[config.mk]
export PLATFORM = sky130hd
export DESIGN_NAME = arp_resolver_with_cache_core
export DESIGN_NICKNAME = d
export VERILOG_FILES = /design/src/sv/arp_pkg.sv /design/src/sv/arp_ram.sv /design/src/sv/arp_emit.sv /design/src/sv/arp_ctrl.sv /design/src/sv/arp_resolver_with_cache_core.sv
export VERILOG_INCLUDE_DIRS = /design/src /design/src/sv
export SDC_FILE = /design/constraint.sdc
export NUM_CORES = 2
export LEC_CHECK = 0
export ABC_AREA = 0
export BUFFER_PORTS_ARGS = -buffer_cell sky130_fd_sc_hd__buf_4
export CELL_PAD_IN_SITES_DETAIL_PLACEMENT = 0
export CELL_PAD_IN_SITES_GLOBAL_PLACEMENT = 1
export CORE_MARGIN = 1
export CORE_UTILIZATION = 56
export CTS_BUF_LIST = sky130_fd_sc_hd__clkbuf_8
export CTS_CLUSTER_DIAMETER = 30
export CTS_CLUSTER_SIZE = 25
export DETAILED_ROUTE_END_ITERATION = 7
export GPL_ROUTABILITY_DRIVEN = 0
export PLACE_DENSITY = 0.87
export SLEW_MARGIN = 15
export SYNTH_ARGS = -nofsm -noshare
export SYNTH_HDL_FRONTEND = slang
export SYNTH_HIERARCHICAL = 1
export SYNTH_SLANG_ARGS = --single-unit
[constraint.sdc]
create_clock -name clk -period 15.27 [get_ports clk]
set_input_delay 1.527 -clock clk [delete_from_list [all_inputs] [get_ports clk]]
set_output_delay 1.527 -clock clk [all_outputs]
set_load 0.05 [all_outputs]
[src/sv/arp_resolver_with_cache_core_defines.svh]
// ----------------------------------------------------------------------------
// ARP resolver assertion macros
// Clocked assertion wrappers; empty when NO_ASSERTIONS is defined.
// ----------------------------------------------------------------------------
`ifndef ARP_RESOLVER_WITH_CACHE_CORE_DEFINES_SVH
`define ARP_RESOLVER_WITH_CACHE_CORE_DEFINES_SVH
`ifndef NO_ASSERTIONS
`define ARP_ASSERT(lbl, prop, msg) \
    lbl: assert property (@(posedge clk) disable iff (!rst_n) prop) else $error(msg);
`define ARP_ASSERT_ALWAYS(lbl, prop, msg) \
    lbl: assert property (@(posedge clk) prop) else $error(msg);
`else
`define ARP_ASSERT(lbl, prop, msg)
`define ARP_ASSERT_ALWAYS(lbl, prop, msg)
`endif
`endif

[src/sv/arp_pkg.sv]
// ----------------------------------------------------------------------------
// ARP resolver package
// Sizes, codes and shared types of the ARP resolver.
// ----------------------------------------------------------------------------
package arp_pkg;

    localparam int CACHE_ENTRIES   = 16;
    localparam int PENDING_ENTRIES = 8;
    localparam int QUEUE_DEPTH     = 16;

    localparam int CACHE_AW = (CACHE_ENTRIES > 1) ? $clog2(CACHE_ENTRIES) : 1;
    localparam int PEND_AW  = (PENDING_ENTRIES > 1) ? $clog2(PENDING_ENTRIES) : 1;
    localparam int QAW      = (QUEUE_DEPTH > 1) ? $clog2(QUEUE_DEPTH) : 1;
    localparam int QCNT_W   = $clog2(QUEUE_DEPTH + 1);
    // queue entries sit low, pending marks above them in the same memory
    localparam int PQ_DEPTH = QUEUE_DEPTH + PENDING_ENTRIES;
    localparam int PQ_AW    = $clog2(PQ_DEPTH);
    localparam int SCAN_MAX = (CACHE_ENTRIES > QUEUE_DEPTH) ?
        ((CACHE_ENTRIES > PENDING_ENTRIES) ? CACHE_ENTRIES : PENDING_ENTRIES) :
        ((QUEUE_DEPTH > PENDING_ENTRIES) ? QUEUE_DEPTH : PENDING_ENTRIES);
    localparam int SCAN_W   = $clog2(SCAN_MAX + 1);

    localparam logic [15:0] LIFETIME_RESET = 16'd30000;
    localparam logic [15:0] HOLDOFF_RESET  = 16'd5000;
    localparam logic [15:0] ETH_IPV4       = 16'h0800;
    localparam logic [15:0] ETH_ARP        = 16'h0806;
    localparam logic [15:0] ARP_OP_REQUEST = 16'd1;
    localparam logic [47:0] MAC_BCAST      = 48'hFFFF_FFFF_FFFF;

    typedef enum logic [1:0] {OP_SEND, OP_RECV, OP_TICK, OP_NONE} op_t;
    typedef enum logic [1:0] {KIND_IPV4, KIND_ARP_REQ, KIND_ARP_REPLY, KIND_DELIVER} kind_t;
    typedef enum logic [1:0] {CFG_OWN_MAC, CFG_OWN_IP, CFG_LIFETIME, CFG_HOLDOFF} cfg_idx_t;

    typedef enum logic [3:0] {
        ST_IDLE, ST_CSCAN, ST_PSCAN, ST_SEND_REQ, ST_PMARK, ST_CLEARN, ST_QSCAN,
        ST_REPLY, ST_HIT, ST_DELIVER, ST_CTICK, ST_PTICK, ST_FLUSH
    } st_t;

    typedef struct packed {
        logic [47:0] own_mac;
        logic [31:0] own_ip;
        logic [15:0] lifetime;
        logic [15:0] holdoff;
    } cfg_t;

    typedef struct packed {
        op_t         op;
        logic [31:0] hop_ip;
        logic [15:0] datagram_tag;
        logic [47:0] frame_dst_mac;
        logic [15:0] frame_type;
        logic        payload_ok;
        logic [15:0] arp_opcode;
        logic [47:0] arp_sender_mac;
        logic [31:0] arp_sender_ip;
        logic [31:0] arp_target_ip_in;
        logic [15:0] elapsed_ms;
    } item_t;

    typedef struct packed {
        kind_t       kind;
        logic [47:0] dest_mac;
        logic [31:0] arp_target_ip_out;
        logic [47:0] arp_target_mac_out;
        logic [15:0] tag_out;
    } res_t;

    typedef struct packed {
        logic [31:0] ip;
        logic [47:0] mac;
        logic [15:0] age;
    } cache_ent_t;

    // queue: hop and tag; pending: ip and age
    typedef struct packed {
        logic [31:0] key;
        logic [15:0] val;
    } pq_ent_t;

    typedef struct packed {
        logic push;
        logic flush;
        res_t res;
    } em_ctl_t;

    typedef struct packed {
        logic push_ok;
        logic flush_done;
    } em_sts_t;

endpackage

[src/sv/arp_ram.sv]
// ----------------------------------------------------------------------------
// ARP generic RAM
// One write port, one read port with registered read data.
// ----------------------------------------------------------------------------
module arp_ram #(
    parameter int WIDTH = 8,
    parameter int DEPTH = 16
) (
    input  logic                     clk,
    input  logic                     we,
    input  logic [$clog2(DEPTH)-1:0] waddr,
    input  logic [WIDTH-1:0]         wdata,
    input  logic                     re,
    input  logic [$clog2(DEPTH)-1:0] raddr,
    output logic [WIDTH-1:0]         rdata
);

    logic [WIDTH-1:0] mem [DEPTH];
    logic [WIDTH-1:0] rdata_reg;

    always_ff @(posedge clk)
    begin
        if (we)
        begin
            mem[waddr] <= wdata;
        end
        if (re)
        begin
            rdata_reg <= mem[raddr];
        end
    end

    assign rdata = rdata_reg;

endmodule

[src/sv/arp_emit.sv]
// ----------------------------------------------------------------------------
// ARP result emitter
// Holds one result back so the final one of an item can be marked last.
// ----------------------------------------------------------------------------
module arp_emit import arp_pkg::*; (
    input  logic    clk,
    input  logic    rst_n,
    input  em_ctl_t ctl,
    output em_sts_t sts,
    output logic    out_valid,
    input  logic    out_ready,
    output res_t    out_res,
    output logic    out_last
);

    logic hold_vld_reg;
    res_t hold_reg;
    logic out_vld_reg;
    res_t out_reg;
    logic out_last_reg;
    logic out_free;
    logic take;
    logic drain;

    assign out_free = !out_vld_reg || out_ready;
    assign take     = ctl.push && (!hold_vld_reg || out_free);
    assign drain    = !ctl.push && ctl.flush && hold_vld_reg && out_free;

    assign sts.push_ok    = !hold_vld_reg || out_free;
    assign sts.flush_done = !hold_vld_reg || out_free;

    always_ff @(posedge clk or negedge rst_n)
    begin
        if (!rst_n)
        begin
            hold_vld_reg <= 1'b0;
            out_vld_reg  <= 1'b0;
        end
        else
        begin
            if (take)
            begin
                hold_vld_reg <= 1'b1;
            end
            else if (drain)
            begin
                hold_vld_reg <= 1'b0;
            end
            if ((take && hold_vld_reg) || drain)
            begin
                out_vld_reg <= 1'b1;
            end
            else if (out_ready)
            begin
                out_vld_reg <= 1'b0;
            end
        end
    end

    always_ff @(posedge clk)
    begin
        if (take)
        begin
            hold_reg <= ctl.res;
        end
        if ((take && hold_vld_reg) || drain)
        begin
            out_reg      <= hold_reg;
            out_last_reg <= drain;
        end
    end

    assign out_valid = out_vld_reg;
    assign out_res   = out_reg;
    assign out_last  = out_last_reg;

endmodule

[src/sv/arp_ctrl.sv]
// ----------------------------------------------------------------------------
// ARP sequencer
// Walks the cache and the queue/pending memory one entry a cycle per request, pausing queue walks on a full emitter.
// ----------------------------------------------------------------------------
`include "arp_resolver_with_cache_core_defines.svh"
module arp_ctrl import arp_pkg::*; (
    input  logic    clk,
    input  logic    rst_n,
    input  cfg_t    cfg,
    input  logic    in_valid,
    output logic    in_ready,
    input  item_t   item,
    output em_ctl_t em_ctl,
    input  em_sts_t em_sts
);

    st_t                        state_reg, state_next;
    item_t                      item_reg, item_next;
    logic [SCAN_W-1:0]          cnt_reg, cnt_next;
    logic [SCAN_W-1:0]          ridx_reg, ridx_next;
    logic                       rvld_reg, rvld_next;
    logic [CACHE_ENTRIES-1:0]   cvalid_reg, cvalid_next;
    logic [PENDING_ENTRIES-1:0] pvalid_reg, pvalid_next;
    logic [QCNT_W-1:0]          qcount_reg, qcount_next;
    logic [QCNT_W-1:0]          keep_reg, keep_next;
    logic                       hit_reg, hit_next;
    logic [SCAN_W-1:0]          hit_idx_reg, hit_idx_next;
    logic [47:0]                hit_mac_reg, hit_mac_next;
    logic                       old_set_reg, old_set_next;
    logic [SCAN_W-1:0]          old_idx_reg, old_idx_next;
    logic [15:0]                old_age_reg, old_age_next;

    logic                c_we, c_re;
    logic [CACHE_AW-1:0] c_waddr, c_raddr;
    cache_ent_t          c_wdata, c_rdata;
    logic                p_we, p_re;
    logic [PQ_AW-1:0]    p_waddr, p_raddr;
    pq_ent_t             p_wdata, p_rdata;

    logic [SCAN_W-1:0]   scan_lim;
    logic [CACHE_AW-1:0] ci;
    logic [PEND_AW-1:0]  pi;
    logic [31:0]         key;
    logic                q_rel;
    logic                stall;
    logic                issue;
    logic                scan_done;
    logic                reply_cond;
    logic                for_us;
    logic                c_free_ok;
    logic [CACHE_AW-1:0] c_free_idx;
    logic                p_free_ok;
    logic [PEND_AW-1:0]  p_free_idx;
    logic [CACHE_AW-1:0] c_pick;
    logic [PEND_AW-1:0]  p_pick;
    logic [16:0]         age_sum;

    arp_ram #(.WIDTH($bits(cache_ent_t)), .DEPTH(CACHE_ENTRIES)) u_cache_ram (
        .clk   (clk),
        .we    (c_we),
        .waddr (c_waddr),
        .wdata (c_wdata),
        .re    (c_re),
        .raddr (c_raddr),
        .rdata (c_rdata)
    );

    arp_ram #(.WIDTH($bits(pq_ent_t)), .DEPTH(PQ_DEPTH)) u_pq_ram (
        .clk   (clk),
        .we    (p_we),
        .waddr (p_waddr),
        .wdata (p_wdata),
        .re    (p_re),
        .raddr (p_raddr),
        .rdata (p_rdata)
    );

    assign ci  = ridx_reg[CACHE_AW-1:0];
    assign pi  = ridx_reg[PEND_AW-1:0];
    assign key = (item_reg.op == OP_SEND) ? item_reg.hop_ip : item_reg.arp_sender_ip;

    always_comb
    begin
        case (state_reg)
            ST_CSCAN, ST_CTICK: scan_lim = SCAN_W'(CACHE_ENTRIES);
            ST_PSCAN, ST_PTICK: scan_lim = SCAN_W'(PENDING_ENTRIES);
            ST_QSCAN:           scan_lim = SCAN_W'(qcount_reg);
            default:            scan_lim = '0;
        endcase
    end

    // a queued hop can only resolve to the address just learned
    assign q_rel      = (state_reg == ST_QSCAN) && rvld_reg &&
                        (p_rdata.key == item_reg.arp_sender_ip);
    assign stall      = q_rel && !em_sts.push_ok;
    assign issue      = (cnt_reg < scan_lim) && !stall;
    assign scan_done  = (cnt_reg >= scan_lim) && !rvld_reg;
    assign reply_cond = (item_reg.arp_opcode == ARP_OP_REQUEST) &&
                        (item_reg.arp_target_ip_in == cfg.own_ip);
    assign for_us     = (item.frame_dst_mac == MAC_BCAST) || (item.frame_dst_mac == cfg.own_mac);

    always_comb
    begin
        c_free_ok  = 1'b0;
        c_free_idx = '0;
        for (int i = CACHE_ENTRIES - 1; i >= 0; i--)
        begin
            if (!cvalid_reg[i])
            begin
                c_free_ok  = 1'b1;
                c_free_idx = CACHE_AW'(i);
            end
        end
        p_free_ok  = 1'b0;
        p_free_idx = '0;
        for (int i = PENDING_ENTRIES - 1; i >= 0; i--)
        begin
            if (!pvalid_reg[i])
            begin
                p_free_ok  = 1'b1;
                p_free_idx = PEND_AW'(i);
            end
        end
    end

    assign c_pick = hit_reg ? hit_idx_reg[CACHE_AW-1:0] :
                    (c_free_ok ? c_free_idx : old_idx_reg[CACHE_AW-1:0]);
    assign p_pick = p_free_ok ? p_free_idx : old_idx_reg[PEND_AW-1:0];

    // next state
    always_comb
    begin
        state_next = state_reg;
        case (state_reg)
            ST_IDLE:
            begin
                if (in_valid)
                begin
                    case (item.op)
                        OP_SEND: state_next = ST_CSCAN;
                        OP_RECV:
                        begin
                            if (for_us && item.payload_ok && item.frame_type == ETH_IPV4)
                                state_next = ST_DELIVER;
                            else if (for_us && item.payload_ok && item.frame_type == ETH_ARP)
                                state_next = ST_CSCAN;
                        end
                        OP_TICK: state_next = ST_CTICK;
                        default: state_next = ST_IDLE;
                    endcase
                end
            end
            ST_CSCAN:
            begin
                if (scan_done)
                begin
                    if (item_reg.op != OP_SEND)
                        state_next = ST_CLEARN;
                    else if (hit_reg)
                        state_next = ST_HIT;
                    else
                        state_next = ST_PSCAN;
                end
            end
            ST_PSCAN:
            begin
                if (scan_done)
                    state_next = hit_reg ? ST_FLUSH : ST_SEND_REQ;
            end
            ST_SEND_REQ:
            begin
                if (em_sts.push_ok)
                    state_next = ST_PMARK;
            end
            ST_PMARK:  state_next = ST_FLUSH;
            ST_CLEARN: state_next = ST_QSCAN;
            ST_QSCAN:
            begin
                if (scan_done)
                    state_next = reply_cond ? ST_REPLY : ST_FLUSH;
            end
            ST_REPLY, ST_HIT, ST_DELIVER:
            begin
                if (em_sts.push_ok)
                    state_next = ST_FLUSH;
            end
            ST_CTICK:
            begin
                if (scan_done)
                    state_next = ST_PTICK;
            end
            ST_PTICK:
            begin
                if (scan_done)
                    state_next = ST_FLUSH;
            end
            ST_FLUSH:
            begin
                if (em_sts.flush_done)
                    state_next = ST_IDLE;
            end
            default: state_next = ST_IDLE;
        endcase
    end

    // outputs and datapath
    always_comb
    begin
        item_next    = item_reg;
        cnt_next     = cnt_reg;
        ridx_next    = ridx_reg;
        rvld_next    = rvld_reg;
        cvalid_next  = cvalid_reg;
        pvalid_next  = pvalid_reg;
        qcount_next  = qcount_reg;
        keep_next    = keep_reg;
        hit_next     = hit_reg;
        hit_idx_next = hit_idx_reg;
        hit_mac_next = hit_mac_reg;
        old_set_next = old_set_reg;
        old_idx_next = old_idx_reg;
        old_age_next = old_age_reg;
        in_ready     = 1'b0;
        em_ctl       = '0;
        c_we         = 1'b0;
        c_re         = 1'b0;
        c_waddr      = ci;
        c_raddr      = cnt_reg[CACHE_AW-1:0];
        c_wdata      = c_rdata;
        p_we         = 1'b0;
        p_re         = 1'b0;
        p_waddr      = PQ_AW'(QUEUE_DEPTH) + PQ_AW'(pi);
        p_raddr      = PQ_AW'(QUEUE_DEPTH) + PQ_AW'(cnt_reg[PEND_AW-1:0]);
        p_wdata      = p_rdata;
        age_sum      = '0;

        if (issue)
        begin
            cnt_next  = cnt_reg + 1'b1;
            ridx_next = cnt_reg;
            rvld_next = 1'b1;
        end
        else if (!stall)
        begin
            rvld_next = 1'b0;
        end

        case (state_reg)
            ST_IDLE:
            begin
                in_ready = 1'b1;
                if (in_valid)
                begin
                    item_next    = item;
                    cnt_next     = '0;
                    rvld_next    = 1'b0;
                    hit_next     = 1'b0;
                    old_set_next = 1'b0;
                end
            end
            ST_CSCAN:
            begin
                c_re = issue;
                if (rvld_reg && cvalid_reg[ci])
                begin
                    if (!hit_reg && c_rdata.ip == key)
                    begin
                        hit_next     = 1'b1;
                        hit_idx_next = ridx_reg;
                        hit_mac_next = c_rdata.mac;
                    end
                    if (!old_set_reg || c_rdata.age > old_age_reg)
                    begin
                        old_set_next = 1'b1;
                        old_idx_next = ridx_reg;
                        old_age_next = c_rdata.age;
                    end
                end
                if (scan_done && item_reg.op == OP_SEND)
                begin
                    cnt_next     = '0;
                    old_set_next = 1'b0;
                end
            end
            ST_PSCAN:
            begin
                p_re = issue;
                if (rvld_reg && pvalid_reg[pi])
                begin
                    if (p_rdata.key == item_reg.hop_ip)
                        hit_next = 1'b1;
                    if (!old_set_reg || p_rdata.val > old_age_reg)
                    begin
                        old_set_next = 1'b1;
                        old_idx_next = ridx_reg;
                        old_age_next = p_rdata.val;
                    end
                end
            end
            ST_SEND_REQ:
            begin
                em_ctl.push = 1'b1;
                em_ctl.res  = '{KIND_ARP_REQ, MAC_BCAST, item_reg.hop_ip, 48'd0, 16'd0};
                if (em_sts.push_ok && qcount_reg < QCNT_W'(QUEUE_DEPTH))
                begin
                    p_we        = 1'b1;
                    p_waddr     = PQ_AW'(qcount_reg[QAW-1:0]);
                    p_wdata     = '{item_reg.hop_ip, item_reg.datagram_tag};
                    qcount_next = qcount_reg + 1'b1;
                end
            end
            ST_PMARK:
            begin
                p_we                = 1'b1;
                p_waddr             = PQ_AW'(QUEUE_DEPTH) + PQ_AW'(p_pick);
                p_wdata             = '{item_reg.hop_ip, 16'd0};
                pvalid_next[p_pick] = 1'b1;
            end
            ST_CLEARN:
            begin
                c_we                = 1'b1;
                c_waddr             = c_pick;
                c_wdata             = '{item_reg.arp_sender_ip, item_reg.arp_sender_mac, 16'd0};
                cvalid_next[c_pick] = 1'b1;
                cnt_next            = '0;
                keep_next           = '0;
            end
            ST_QSCAN:
            begin
                p_re    = issue;
                p_raddr = PQ_AW'(cnt_reg[QAW-1:0]);
                if (q_rel)
                begin
                    em_ctl.push = 1'b1;
                    em_ctl.res  = '{KIND_IPV4, item_reg.arp_sender_mac, 32'd0, 48'd0,
                                    p_rdata.val};
                end
                else if (rvld_reg)
                begin
                    // compact the unresolved ones towards the head
                    p_we      = 1'b1;
                    p_waddr   = PQ_AW'(keep_reg[QAW-1:0]);
                    p_wdata   = p_rdata;
                    keep_next = keep_reg + 1'b1;
                end
                if (scan_done)
                    qcount_next = keep_reg;
            end
            ST_REPLY:
            begin
                em_ctl.push = 1'b1;
                em_ctl.res  = '{KIND_ARP_REPLY, item_reg.arp_sender_mac, item_reg.arp_sender_ip,
                                item_reg.arp_sender_mac, 16'd0};
            end
            ST_HIT:
            begin
                em_ctl.push = 1'b1;
                em_ctl.res  = '{KIND_IPV4, hit_mac_reg, 32'd0, 48'd0, item_reg.datagram_tag};
            end
            ST_DELIVER:
            begin
                em_ctl.push = 1'b1;
                em_ctl.res  = '{KIND_DELIVER, 48'd0, 32'd0, 48'd0, item_reg.datagram_tag};
            end
            ST_CTICK:
            begin
                c_re    = issue;
                age_sum = {1'b0, c_rdata.age} + {1'b0, item_reg.elapsed_ms};
                if (rvld_reg && cvalid_reg[ci])
                begin
                    if (age_sum >= {1'b0, cfg.lifetime})
                    begin
                        cvalid_next[ci] = 1'b0;
                    end
                    else
                    begin
                        c_we    = 1'b1;
                        c_wdata = '{c_rdata.ip, c_rdata.mac, age_sum[15:0]};
                    end
                end
                if (scan_done)
                    cnt_next = '0;
            end
            ST_PTICK:
            begin
                p_re    = issue;
                age_sum = {1'b0, p_rdata.val} + {1'b0, item_reg.elapsed_ms};
                if (rvld_reg && pvalid_reg[pi])
                begin
                    if (age_sum >= {1'b0, cfg.holdoff})
                    begin
                        pvalid_next[pi] = 1'b0;
                    end
                    else
                    begin
                        p_we    = 1'b1;
                        p_wdata = '{p_rdata.key, age_sum[15:0]};
                    end
                end
            end
            ST_FLUSH:
            begin
                em_ctl.flush = 1'b1;
            end
            default:
            begin
                em_ctl = '0;
            end
        endcase
    end

    always_ff @(posedge clk or negedge rst_n)
    begin
        if (!rst_n)
        begin
            state_reg   <= ST_IDLE;
            cnt_reg     <= '0;
            rvld_reg    <= 1'b0;
            cvalid_reg  <= '0;
            pvalid_reg  <= '0;
            qcount_reg  <= '0;
            keep_reg    <= '0;
            hit_reg     <= 1'b0;
            old_set_reg <= 1'b0;
        end
        else
        begin
            state_reg   <= state_next;
            cnt_reg     <= cnt_next;
            rvld_reg    <= rvld_next;
            cvalid_reg  <= cvalid_next;
            pvalid_reg  <= pvalid_next;
            qcount_reg  <= qcount_next;
            keep_reg    <= keep_next;
            hit_reg     <= hit_next;
            old_set_reg <= old_set_next;
        end
    end

    always_ff @(posedge clk)
    begin
        item_reg    <= item_next;
        ridx_reg    <= ridx_next;
        hit_idx_reg <= hit_idx_next;
        hit_mac_reg <= hit_mac_next;
        old_idx_reg <= old_idx_next;
        old_age_reg <= old_age_next;
    end

    `ARP_ASSERT(a_cache_rw_apart, (c_we && c_re) |-> (c_waddr != c_raddr), "cache read hits write")
    `ARP_ASSERT(a_pq_rw_apart, (p_we && p_re) |-> (p_waddr != p_raddr), "queue read hits write")
    `ARP_ASSERT(a_qcount_max, qcount_reg <= QCNT_W'(QUEUE_DEPTH), "queue count overflow")
    `ARP_ASSERT(a_keep_behind, (state_reg == ST_QSCAN) |-> (SCAN_W'(keep_reg) <= cnt_reg), "compaction overtook read")

endmodule

[src/sv/arp_resolver_with_cache_core.sv]
// ----------------------------------------------------------------------------
// ARP resolver with cache
// Top level: stream ports, configuration registers, sequencer and emitter.
// ----------------------------------------------------------------------------
// One request is handled at a time; it walks the cache memory and the
// queue/pending memory one entry a cycle through their single read ports,
// a queue walk pausing while the emitter cannot take a result. A send walks
// the cache of 16 entries and, on a cache miss, the pending marks of 8; an
// ARP frame walks the cache and then the queue, and is answered when it asks
// for our address; a tick walks the cache and the pending marks; a delivered
// IPv4 frame and a dropped request walk nothing. Each result leaves through
// an output register; results wait while m_tready is low, and the next
// request is taken once the last result is registered.
module arp_resolver_with_cache_core import arp_pkg::*; (
    input  logic         clk,
    input  logic         rst_n,
    input  logic         cfg_wr_en,
    input  logic [1:0]   cfg_index,
    input  logic [47:0]  cfg_wdata,
    input  logic         s_tvalid,
    output logic         s_tready,
    // hop_ip, datagram_tag, frame_dst_mac, frame_type, payload_ok, arp_opcode,
    // arp_sender_mac, arp_sender_ip, arp_target_ip_in, elapsed_ms, zero fill
    input  logic [263:0] s_tdata,
    input  logic [1:0]   s_tuser,   // op
    output logic         m_tvalid,
    input  logic         m_tready,
    // dest_mac, arp_target_ip_out, arp_target_mac_out, tag_out
    output logic [143:0] m_tdata,
    output logic [1:0]   m_tuser,   // kind
    output logic         m_tlast
);

    cfg_t    cfg_reg;
    item_t   item;
    em_ctl_t em_ctl;
    em_sts_t em_sts;
    res_t    out_res;

    always_ff @(posedge clk or negedge rst_n)
    begin
        if (!rst_n)
        begin
            cfg_reg.own_mac  <= '0;
            cfg_reg.own_ip   <= '0;
            cfg_reg.lifetime <= LIFETIME_RESET;
            cfg_reg.holdoff  <= HOLDOFF_RESET;
        end
        else if (cfg_wr_en)
        begin
            case (cfg_idx_t'(cfg_index))
                CFG_OWN_MAC:  cfg_reg.own_mac  <= cfg_wdata;
                CFG_OWN_IP:   cfg_reg.own_ip   <= cfg_wdata[31:0];
                CFG_LIFETIME: cfg_reg.lifetime <= cfg_wdata[15:0];
                CFG_HOLDOFF:  cfg_reg.holdoff  <= cfg_wdata[15:0];
                default:      cfg_reg <= cfg_reg;
            endcase
        end
    end

    assign item.op               = op_t'(s_tuser);
    assign item.hop_ip           = s_tdata[31:0];
    assign item.datagram_tag     = s_tdata[47:32];
    assign item.frame_dst_mac    = s_tdata[95:48];
    assign item.frame_type       = s_tdata[111:96];
    assign item.payload_ok       = s_tdata[112];
    assign item.arp_opcode       = s_tdata[128:113];
    assign item.arp_sender_mac   = s_tdata[176:129];
    assign item.arp_sender_ip    = s_tdata[208:177];
    assign item.arp_target_ip_in = s_tdata[240:209];
    assign item.elapsed_ms       = s_tdata[256:241];

    arp_ctrl u_ctrl (
        .clk      (clk),
        .rst_n    (rst_n),
        .cfg      (cfg_reg),
        .in_valid (s_tvalid),
        .in_ready (s_tready),
        .item     (item),
        .em_ctl   (em_ctl),
        .em_sts   (em_sts)
    );

    arp_emit u_emit (
        .clk       (clk),
        .rst_n     (rst_n),
        .ctl       (em_ctl),
        .sts       (em_sts),
        .out_valid (m_tvalid),
        .out_ready (m_tready),
        .out_res   (out_res),
        .out_last  (m_tlast)
    );

    assign m_tuser = out_res.kind;
    assign m_tdata = {out_res.tag_out, out_res.arp_target_mac_out,
                      out_res.arp_target_ip_out, out_res.dest_mac};

endmodule
==> flow_summary.yaml <==
cts:
  cts_tree: "done"
  clockRootBuffer: "clkbuf_8"
  cts_hold_buf: 0
  post_cts_buffers: 0
  cts.sinks: 3555
  clock_path_buffers: 4
  numCtsBuffers: 562
  cts.reportedPaths.clkPinSlew_ps: 80
  post_cts_resized: 0
  cts_max_level: 6
  clock_latency_ps: 1070
routing:
  vias_per_cell: 6.39
  vias: 76800
  drc_errors: 0
  drtIter0Drc: 9652
  wirelength_um: 362000
  wl_per_cell_um: 30.1
  firstDrtPassIters: 6
  postRouteAntennaNets: 0
min_path:
  hold_depth: 0
  hp-class: "flip-flop to flip-flop"
  whs_endpoint: "u_emit/out_res[125]$_DFFE_PP_"
  min_from: "u_emit/hold_reg[125]$_DFFE_PP_"
timing:
  rsz0062_at_grt: "no"
  fin_crit_ps: 7910
  hold_viol: 0
  setup_viol: 0
  fmax_ghz: 0.126
  period_share: 0.518
  finalClockSkew_ps: 104
  setup_ws_ps: 7360
  final_max_slew_viol_count: 0
  relSlewSlack: 0.106
  fin_setup_tns_ps: 0
  tightest_slew_ps: 1330
global_route:
  globalRouteOverflowTotal: 0
  grt_pass1_wl_um: 519000
  first_global_vias: 77700
  antenna_found_initial: 26
  grt_max_degree: 135
  grtUsageTotal: 0.285
synthesis:
  synth_mux_area_frac: 0.125
  synth_top_area_frac: 0.727
  synth-edff-count: 3395
  netlist_instances: 7408
  ys_ff_latch: 3555
  syn_area_per_cell_um2: 18.9
  mappedNetlistArea_mm2: 0.140
  ys_warn_count: 6
  netlist_top_cells_area: "edfxtp_1 73%, mux4_2 8.0%, mux2i_1 2.8%"
  ys_types: 87
  synth_xor_area_frac: 0.0128
  synth_flop_cell: "edfxtp_1"
  synth-simple-area-share: 0.0437
  synthArstFlopShare: 0.0450
  synth_compound_area_frac: 0.0382
  synth_fp_nets: 7835
  netlist.top_cell.by_area: "edfxtp_1"
  synth_fa_ha_area_frac: 0.00956
  seq_area_frac_synth: 0.755
  synth_top_family_by_area: "multiplexers"
floorplan:
  fp.dieH_um: 503
  coreArea_mm2: 0.249
  dieArea_mm2: 0.253
  start_util: 0.564
  rows: 183
  die_w_um: 503
  ios: 470
place:
  port_buffers: 462
  pre_cts_slack_ps: 7420
  dpl.hpwl_um: 203000
critical_path:
  crit_path_start_kind: "flip-flop"
  cp.arrival_ps: 8540
  path_cells: "ha_1 -> or3_1 -> or3_1 -> o32ai_2 -> o211ai_1 -> o21ai_2 -> xnor2_1 -> ha_1 -> a211oi_1 -> o31ai_1 -> a21oi_1 -> o2111ai_1 -> nor2_1 -> nand2_1 -> nand2_1 -> nand3_1 -> nor3_2 -> buf_4 -> buf_4"
  crit_required_ps: 15900
  crit_family: "simple AND/OR/NAND/NOR gates"
  cp_slowest_cell: "nor3_2"
  rr_worst_depth: 19
  timing.rr.start: "u_ctrl/item_reg[7]$_DFFE_PP_"
  rrSetupSlack_ps: 7360
  crit_fanout: 44
  critical_path_class: "flip-flop to flip-flop"
  cpPeakStageDelay_ps: 970
  reg2reg_to: "u_ctrl/u_cache_ram/mem[12][82]$_DFFE_PP_"
  end_kind: "flip-flop"
  cp_num_buf_inv: 2
power:
  power_frac_seq: 0.447
  vdd_drop_max_v: 0.000160
  clockPowerShare: 0.317
  sw_frac_of_total: 0.311
  power_uw: 28700
  p_switching_uw: 8920
  pwr-share-comb: 0.236
  power.density_mw_per_mm2: 179
  leakagePower_uw: 0.0539
  power.internal_uw: 19800
finish:
  final_common_cell: "edfxtp_1"
  layout_common_cells: "3395 x edfxtp_1, 651 x nand2_1, 601 x buf_4"
  regArea_mm2: 0.106
  fin_util: 0.645
  fill_cells: 16000
  area_growth_pct: 14.4
  multiInputGateArea_mm2: 0.0326
  largest_reg_flops: 1536
  drive_above_1_share: 0.266
  final_nets: 8646
run_status:
  status: "completed"
run:
  max_cap_viol_count: 0
## synthesized netlist by cell type, types with 20 or more instances
library cell / number
edfxtp_1: 3395
nand2_1: 652
mux4_2: 500
mux2i_1: 399
a22oi_1: 309
clkbuf_1: 185
mux2_2: 166
nand3_1: 156
dfrtp_1: 148
xnor2_1: 122
nand4_1: 118
nor2_1: 113
ha_1: 104
and2_1: 86
xor2_1: 83
inv_1: 71
a221o_1: 67
o21ai_0: 62
a21oi_1: 60
a22o_1: 50
buf_4: 50
buf_2: 43
buf_6: 40
buf_1: 37
nor4_1: 33
nor3_1: 28
nor2b_1: 27
a21o_1: 25
nand2b_1: 24
mux2_1: 20
## metrics by stage
step | std cells | area, µm² | hold WS [ps]
finish | 12000 | 160000 | 395
global route | 12000 | 160000 | 410
global placement | 11000 | 148000 | 401
detailed placement | 11000 | 148000 | 405
CTS | 12000 | 160000 | 402
floorplan | 7408 | 140000 | 400
## kinds of logic (layout without fill, tap and decap cells)
kind of cell	count (synthesis)	in the layout
AO/OA/AOI/OAI	716	716
XOR/XNOR	205	205
other	0	13
multiplexers	1093	1093
flip-flops	3555	3555
AND/OR/NAND/NOR	1300	1300
buffers and inverters	433	1703
adder cells (fa/ha/maj)	106	106
## routing by layer
layer	global-route usage	part of all wire
met4	0.132	0.048
met1	0.378	0.36
met3	0.0672	0.12
met5	0	0.00020
met2	0.450	0.47
## layout make-up
cell class / instances / share of cell area
Sequential cell: 3555 / 0.660
Multi-Input combinational cell: 3420 / 0.203
Clock buffer: 576 / 0.0494
Clock inverter: 447 / 0.0304
Timing Repair Buffer: 607 / 0.0288
Tap cell: 3330 / 0.0260
Inverter: 73 / 0.00171
Antenna cell: 13 / 0.000203
## power by group through the flow
stage	Clock, µW	Sequential, µW	Combinational [µW]
3_5_place_dp	0	13000	6680
4_1_cts	9190	12800	6730
2_1_floorplan	0	13400	4360
3_3_place_gp	0	13000	6530
5_1_grt	9620	12900	7150
6_report	9090	12800	6760
## worst max-delay path by stage
stage,to,slack [ps],depth (start not counted),from
2_1_floorplan,u_emit/hold_reg[0]$_DFFE_PP_,1870,9,u_ctrl/item_reg[65]$_DFFE_PP_
3_3_place_gp,u_ctrl/u_cache_ram/mem[12][76]$_DFFE_PP_,7610,19,u_ctrl/item_reg[7]$_DFFE_PP_
3_5_place_dp,u_ctrl/u_cache_ram/mem[12][82]$_DFFE_PP_,7420,19,u_ctrl/item_reg[7]$_DFFE_PP_
4_1_cts,u_ctrl/u_cache_ram/mem[12][82]$_DFFE_PP_,7430,19,u_ctrl/item_reg[7]$_DFFE_PP_
5_1_grt,u_ctrl/u_cache_ram/mem[12][82]$_DFFE_PP_,7070,19,u_ctrl/item_reg[6]$_DFFE_PP_
6_report,u_ctrl/u_cache_ram/mem[12][82]$_DFFE_PP_,7360,19,u_ctrl/item_reg[7]$_DFFE_PP_
Power figures use the tool's default switching activity.
